$ cat src/rtl/core/pmtfs_pkg.sv
// Shared types, widths and state encodings of the patch max-trace feature selector.
package pmtfs_pkg;

    // Field widths fixed by the stream format.
    localparam int PATCH_BITS      = 9;
    localparam int COORD_BITS      = 12;
    localparam int TENSOR_BITS     = 24;
    localparam int TRACE_BITS      = TENSOR_BITS + 1;
    localparam int DEF_MAX_PATCHES = 512;

    // Eigenvalue datapath widths.
    localparam int SQ_BITS        = 2 * TENSOR_BITS;
    localparam int DISC_BITS      = SQ_BITS + 3;
    localparam int ROOT_BITS      = (DISC_BITS + 1) / 2;
    localparam int RAD_BITS       = 2 * ROOT_BITS;
    localparam int REM_BITS       = ROOT_BITS + 2;
    localparam int ROOT_CNT_BITS  = $clog2(ROOT_BITS);

    // Input request: one pixel with its tensor.
    typedef struct packed {
        logic [PATCH_BITS-1:0]         patch_number;
        logic [COORD_BITS-1:0]         pixel_x;
        logic [COORD_BITS-1:0]         pixel_y;
        logic [TENSOR_BITS-1:0]        tensor_xx;
        logic signed [TENSOR_BITS-1:0] tensor_xy;
        logic [TENSOR_BITS-1:0]        tensor_yy;
        logic                          first_of_patch;
        logic                          last_of_patch;
    } pmtfs_in_t;

    // Result request: the best point of one patch.
    typedef struct packed {
        logic [PATCH_BITS-1:0]         out_patch;
        logic [COORD_BITS-1:0]         point_x;
        logic [COORD_BITS-1:0]         point_y;
        logic [TENSOR_BITS-1:0]        best_xx;
        logic signed [TENSOR_BITS-1:0] best_xy;
        logic [TENSOR_BITS-1:0]        best_yy;
        logic [TRACE_BITS-1:0]         max_eigen;
    } pmtfs_out_t;

    // One entry of the per-patch store.
    typedef struct packed {
        logic [TRACE_BITS-1:0]         trace;
        logic [TENSOR_BITS-1:0]        xx;
        logic signed [TENSOR_BITS-1:0] xy;
        logic [TENSOR_BITS-1:0]        yy;
        logic [COORD_BITS-1:0]         x;
        logic [COORD_BITS-1:0]         y;
    } pmtfs_entry_t;

    // Status of the eigenvalue unit.
    typedef struct packed {
        logic busy;
        logic done;
    } pmtfs_eig_stat_t;

    // Main sequencer states.
    typedef enum logic [1:0] {
        ST_IDLE,
        ST_LOOKUP,
        ST_EIGEN,
        ST_EMIT
    } pmtfs_state_t;

    // Eigenvalue unit states.
    typedef enum logic [2:0] {
        EIG_IDLE,
        EIG_PREP,
        EIG_MULT,
        EIG_SUM,
        EIG_ROOT,
        EIG_FINAL,
        EIG_DONE
    } pmtfs_eig_state_t;

endpackage

$ cat src/rtl/core/pmtfs_eigen.sv
// Multi-cycle larger-eigenvalue unit with a bit-serial integer square root.
module pmtfs_eigen
    import pmtfs_pkg::*;
(
    input  logic                          aclk,
    input  logic                          aresetn,
    input  logic                          start,
    input  logic [TENSOR_BITS-1:0]        xx,
    input  logic signed [TENSOR_BITS-1:0] xy,
    input  logic [TENSOR_BITS-1:0]        yy,
    output pmtfs_eig_stat_t               stat,
    output logic [TRACE_BITS-1:0]         eigen
);

    pmtfs_eig_state_t state_reg, state_next;

    logic [TENSOR_BITS-1:0]        xx_reg, yy_reg;
    logic signed [TENSOR_BITS-1:0] xy_reg;
    logic [TENSOR_BITS-1:0]        diff_reg, mag_reg;
    logic [SQ_BITS-1:0]            dsq_reg, msq_reg;
    logic [RAD_BITS-1:0]           rad_reg;
    logic [REM_BITS-1:0]           rem_reg, rem_next;
    logic [ROOT_BITS-1:0]          root_reg, root_next;
    logic [ROOT_CNT_BITS-1:0]      cnt_reg;
    logic [TRACE_BITS-1:0]         eigen_reg;

    logic [REM_BITS-1:0]   rem_shift;
    logic [REM_BITS-1:0]   trial;
    logic                  root_bit;
    logic [TRACE_BITS+1:0] eig_sum;

    // One root digit per cycle: bring in two radicand bits and try the next root bit.
    always_comb begin
        rem_shift = {rem_reg[REM_BITS-3:0], rad_reg[RAD_BITS-1 -: 2]};
        trial     = {root_reg, 2'b01};
        root_bit  = (rem_shift >= trial);
        rem_next  = root_bit ? (rem_shift - trial) : rem_shift;
        root_next = {root_reg[ROOT_BITS-2:0], root_bit};
        eig_sum   = (TRACE_BITS + 2)'(xx_reg) + (TRACE_BITS + 2)'(yy_reg)
                  + (TRACE_BITS + 2)'(root_reg);
    end

    // State register.
    always_ff @(posedge aclk) begin
        if (!aresetn) begin
            state_reg <= EIG_IDLE;
        end else begin
            state_reg <= state_next;
        end
    end

    // Next state and status.
    always_comb begin
        state_next = state_reg;
        stat.busy  = (state_reg != EIG_IDLE);
        stat.done  = 1'b0;
        unique case (state_reg)
            EIG_IDLE: begin
                if (start) begin
                    state_next = EIG_PREP;
                end
            end
            EIG_PREP:  state_next = EIG_MULT;
            EIG_MULT:  state_next = EIG_SUM;
            EIG_SUM:   state_next = EIG_ROOT;
            EIG_ROOT: begin
                if (cnt_reg == ROOT_CNT_BITS'(ROOT_BITS - 1)) begin
                    state_next = EIG_FINAL;
                end
            end
            EIG_FINAL: state_next = EIG_DONE;
            EIG_DONE: begin
                stat.done  = 1'b1;
                state_next = EIG_IDLE;
            end
            default:   state_next = EIG_IDLE;
        endcase
    end

    // Datapath: absolute values, squares, discriminant, root, final halving.
    always_ff @(posedge aclk) begin
        case (state_reg)
            EIG_IDLE: begin
                if (start) begin
                    xx_reg <= xx;
                    xy_reg <= xy;
                    yy_reg <= yy;
                end
            end
            EIG_PREP: begin
                diff_reg <= (xx_reg >= yy_reg) ? (xx_reg - yy_reg) : (yy_reg - xx_reg);
                mag_reg  <= xy_reg[TENSOR_BITS-1] ? (~xy_reg + 1'b1) : xy_reg;
            end
            EIG_MULT: begin
                dsq_reg <= diff_reg * diff_reg;
                msq_reg <= mag_reg * mag_reg;
            end
            EIG_SUM: begin
                rad_reg  <= RAD_BITS'(dsq_reg) + (RAD_BITS'(msq_reg) << 2);
                rem_reg  <= '0;
                root_reg <= '0;
                cnt_reg  <= '0;
            end
            EIG_ROOT: begin
                rad_reg  <= rad_reg << 2;
                rem_reg  <= rem_next;
                root_reg <= root_next;
                cnt_reg  <= cnt_reg + 1'b1;
            end
            EIG_FINAL: begin
                eigen_reg <= eig_sum[TRACE_BITS:1];
            end
            default: begin
            end
        endcase
    end

    assign eigen = eigen_reg;

endmodule

$ cat config.mk
export PLATFORM = sky130hd
export DESIGN_NAME = pmtfs_eigen
export DESIGN_NICKNAME = d
export VERILOG_FILES = /design/src/rtl/core/pmtfs_pkg.sv /design/src/rtl/core/pmtfs_eigen.sv
export SDC_FILE = /design/constraint.sdc
export NUM_CORES = 2
export LEC_CHECK = 0
export ABC_AREA = 1
export BUFFER_PORTS_ARGS = -buffer_cell sky130_fd_sc_hd__buf_4
export CORE_AREA = 2 2 359 361
export DETAILED_ROUTE_END_ITERATION = 7
export DIE_AREA = 0 0 361 363
export GPL_TIMING_DRIVEN = 0
export SYNTH_ARGS = -nofsm -noshare
export SYNTH_HDL_FRONTEND = slang
export SYNTH_SLANG_ARGS = --single-unit
$ cat constraint.sdc
create_clock -name aclk -period 12.3 [get_ports aclk]
set_clock_uncertainty 0.1 [all_clocks]
set_input_delay 1.845 -clock aclk [delete_from_list [all_inputs] [get_ports aclk]]
set_output_delay 1.845 -clock aclk [all_outputs]
set_load 0.1 [all_outputs]
* Word-level counts from Yosys, hierarchy flattened *
Index checks and enable logic that the tools add are counted.

word-level totals
  flip-flop bits (word level) = 353
  output and inout bits = 27

cells by class
  $add $sub $neg = 8
  multiply operators = 2
  magnitude comparators = 2
  equality and inequality tests = 9
  muxes and demuxes = 11
  bitwise operators = 1
  reduce and logical (&&, ||, !) cells = 5

operators by type and width
  cell                   count
  $pmux 26 s2            2
  $pmux 52 s2            1
  $mul 24x24->48         2
  $add 48x50->51         1
  $sub 24x24->24         2
  $ge 28x28->1           1
  $add 25x26->26         1
  $mux 26                1
  $sub 26x26->26         1
  $add 24x24->25         1
  $add 24x1->24 const B  1
  $ge 24x24->1           1
  $mux 24                1
  $not 24->24            1
  $mux 23                1
  $pmux 3 s6             1
  $pmux 5 s2             1
  $eq 3x3->1 const B     3
  $eq 3x2->1 const B     2
  $mux 3                 2
  $add 5x1->5 const B    1
  $eq 5x5->1 const B     1
  $ne 2x2->1 const B     2
  $reduce_and 2->1       2
  5 further kinds        5

* Depth between registers and ports, before layout *
  depth in word-level cells = 3
  depth in mapped cells = 29
  gate-level depth less buffers = 28

* Least setup slack after synthesis *
No wires, ideal clock.

  path type = reg2reg
  start point = register state_reg[1]
  end point = register dsq_reg[0], enable pin
  library setup time = 665 ps
  data arrival time = 6,804 ps
  required time = 11,535 ps
  slack = 4,731 ps
  stages on the path, launching flop included = 3
  buffers on the path = 0
  period minus slack after synthesis = 7,569 ps
  cells stage by stage = dfxtp_1 -> inv_1 -> nor3_1

on the way
  word-level cells in the longest chain between the ends = 1

ends and longest elaborated chain
  element                   RTL line           source
  start: declaration        pmtfs_eigen.sv:15  pmtfs_eig_state_t state_reg, state_next;
  start signal: assignment  pmtfs_eigen.sv:48  state_reg <= state_next;
  $eq 3x2->1                pmtfs_eigen.sv:82  case (state_reg)
  end signal: assignment    pmtfs_eigen.sv:95  dsq_reg <= diff_reg * diff_reg;
  end: declaration          pmtfs_eigen.sv:20  logic [SQ_BITS-1:0] dsq_reg, msq_reg;

Every way passes these cells.
A chain may end at the register's enable or synchronous reset.

* Worst setup path after layout *
  start point = register mag_reg[15]
  end point = register msq_reg[40] (data pin)

on the way
  word-level cells in the longest chain between the ends = 1

ends and longest elaborated chain
  element                   RTL line           source
  start: declaration        pmtfs_eigen.sv:19  logic [TENSOR_BITS-1:0] diff_reg, mag_reg;
  start signal: assignment  pmtfs_eigen.sv:92  mag_reg <= xy_reg[TENSOR_BITS-1] ? (~xy_reg + 1'b1) : xy_reg;
  $mul 24x24->48            pmtfs_eigen.sv:96  msq_reg <= mag_reg * mag_reg;
  end signal: assignment    pmtfs_eigen.sv:96
  end: declaration          pmtfs_eigen.sv:20

Every way passes these cells.

==> metrics.md <==
| Metric | Value |
|---|---|
| Status | `finished clean` |
| Initial antenna violation count | `3` |
| Core Util, Final | `just under 50%` |
| # port buffers | `between 100 and 150` |
| First DRT Iteration DRCs | `3028` |
| Sequential fraction of the synthesis area | `18.38%` |
| Hold_buf cts | `0` |
| Vias in the first global route | `roughly 47000` |
| Fin crit share | `between 60 and 70%` |
| Reg clk slew, reported paths | `60 ps` |
| Residual DRC | `0` |
| Ant. Diodes | `0` |
| Die Wd | `361 um` |
| Cells along the critical path | `clkbuf_1, nand2_1, fa_1, inv_1, fa_1, inv_1, fa_1, fa_1, inv_1, fa_1, fa_1, inv_1, fa_1, inv_1, ha_1, a21oi_1, o21ai_0, a21oi_1, nand3_1, nand2_1, nand2_1, nand2_1, nand2_1` |
| Worst min path class | `flip-flop to flip-flop` |
| Average routed wire per standard cell | `roughly 19 um` |
| Max Cap Viol | `0` |
| Drt first pass iters | `7` |
| Overflow after GRT | `0` |
| CP Buf/Inv Count | `6` |
| Share of post-route cells with drive strength above 1 | `between 3 and 4%` |
| Clk root buf | `clkbuf_16` |
| Setup crit end kind | `flip-flop` |
| Worst slew margin | `about 7.6%` |
| R2R cell count | `23` |
| Worst-skew pair later-pin latency | `640 ps` |
| Vias per cell | `4.972` |
| Initial Utilization | `44.89%` |
| Post-route ant nets | `0` |
| # rows | `131` |
| Hold Vio Cnt, Final | `0` |
| # Post-CTS Setup Buffers | `0` |
| RSZ-0062 raised after global routing | `false` |
| Most frequent cells in the layout | `1962 x inv_1, 1871 x nand2_1, 868 x fa_1` |
| End of the critical path | `msq_reg[40]$_DFFE_PP_` |
| Yosys warns | `0` |
| Post-Syn Area | `between 50000 and 60000 um^2` |
| CP arrival | `8140 ps` |
| Cells after synthesis | `a little over 7000` |
| CP max FO | `10` |
| Distinct cell type count after synthesis | `49` |
| Sum Neg Setup Slack | `0 ps` |
| Largest net degree at the start of global routing | `56` |
| Slowest-stage cell, CP | `edfxtp_1` |
| Seq cells post-synth | `350` |
| Avg Inst Size Synth | `7.965 um^2` |
| GP Congestion | `about 1` |
| Instance count on the critical path | `23` |
| CTS tree | `yes` |
| EDFF count, synth | `around 350` |
| Max FFs per register | `51` |
| Post-synth top flop | `edfxtp_1` |
| Post-DP HPWL | `146700 um` |
| Ys async rst share | `0%` |
| Die Y | `between 300 and 400 um` |
| Worst r2r dst | `msq_reg[40]$_DFFE_PP_` |
| Crit-path max cell delay | `700 ps` |
| Total Wirelength | `between 150000 and 200000 um` |
| First-pass GRT wire length | `between 200000 and 300000 um` |
| Syn Nets | `8604` |
| H-tree depth | `2` |
| CP most frequent cell | `fa_1` |
| Slew @ Worst Pin | `approximately 1400 ps` |
| Die area | `between 100000 and 150000 um^2` |
| Top delay family on crit path | `adder cells` |
| Tot GR Track Use | `between 20% and 30%` |
| Core ar. | `roughly 130000 um^2` |
| Reg2reg start | `mag_reg[15]$_DFFE_PP_` |
| Crit path kind | `flip-flop to flip-flop` |
| Via count | `44860` |
| Final setup viols | `0` |
| Critical path origin | `mag_reg[15]$_DFFE_PP_` |
| Longest Clk Path Bufs | `3` |
| Final Slew Violations | `0` |
| Reg-to-reg setup timing slack | `roughly 4400 ps` |
| Layout Nets | `a little under 9000` |
| Commonest non-fill, non-tap cell in the layout | `inv_1` |
| CP Launch Type | `flip-flop` |
| Final min period | `~7900 ps` |
| CTS Buf Count | `46` |
| Critical Path RT | `12570 ps` |
| P&R area growth vs syn | `8.107%` |
| Clock sink count | `350` |
| Post-cts sizing count | `0` |
| Max Clk Rate | `between 0.1 and 0.15 GHz` |
| # IOs | `slightly above 100` |
synth_stat cells (55+ instances only):
master    count  area share, %
o21ai_0     133            1.2
edfxtp_1    347             18
nand2_1    1872             12
nand3_1     208            1.8
xor2_1      101            1.6
a21oi_1     259            2.3
fa_1        868             30
nor2_1      434            2.9
nand4_1      55           0.60
inv_1      1962             13
clkbuf_1    109           0.72
ha_1        501             11
xnor2_1      78            1.2
kinds of logic after synthesis:
| family | share of synthesized area [%] |
|---|---|
| AOI/OAI and AO/OA | 4.709 |
| xor gates and xnor gates | 2.749 |
| adders and majority gates | 41.46 |
| buffers and inverters | 14.02 |
| DFF | 18.38 |
| and+or+nand+nor | 18.68 |
worst min path at each step:
stage,startpoint,endpoint,slack [ps],cells past startpoint
final,xy_reg[0]$_DFFE_PP_,mag_reg[0]$_DFFE_PP_,380,0
after CTS,xy_reg[0]$_DFFE_PP_,mag_reg[0]$_DFFE_PP_,380,0
after global placement,xy_reg[0]$_DFFE_PP_,mag_reg[0]$_DFFE_PP_,360,0
after global routing,xy_reg[0]$_DFFE_PP_,mag_reg[0]$_DFFE_PP_,400,0
after detailed placement,xy_reg[0]$_DFFE_PP_,mag_reg[0]$_DFFE_PP_,370,0
after floorplan,xy_reg[0]$_DFFE_PP_,mag_reg[0]$_DFFE_PP_,330,0
layer usage:
layer,vias up,GRT usage [%],part of all wire [%]
met3,259,3.686,6.3
met2,1334,45.29,47
met1,21660,36.39,44
met5,-,0,0.0070
li1,21600,-,-
met4,2,7.302,3.0
cell type report:
cell class,instances,area (um^2)
well taps,1662,2079
clock buffers,50,1187
repair buffers,114,955.9
plain buffers,137,604.3
flip-flops and latches,350,10480
inverters,1968,7390
multi-input cells,4705,38590
clock inverters,35,364.1
fillers,12640,65380
per-stage QoR:
| stage | hold slack, ps | cells | instance area [um^2] | worst slack, ps |
|---|---|---|---|---|
| 2_1_floorplan | 326.4 | 7160 | 57030 | 4731 |
| 3_3_place_gp | 358.0 | 8923 | 59860 | 2159 |
| 3_5_place_dp | 365.3 | 8936 | 60100 | 4570 |
| 4_1_cts | 379.2 | 9021 | 61650 | 4542 |
| 5_1_grt | 401.6 | 9021 | 61650 | 4149 |
| 6_report | 380.0 | 9021 | 61650 | 4425 |
Power is left out: the tool's default activity adds up to more than one toggle a clock period on the data nets, which glitch-free logic cannot reach.
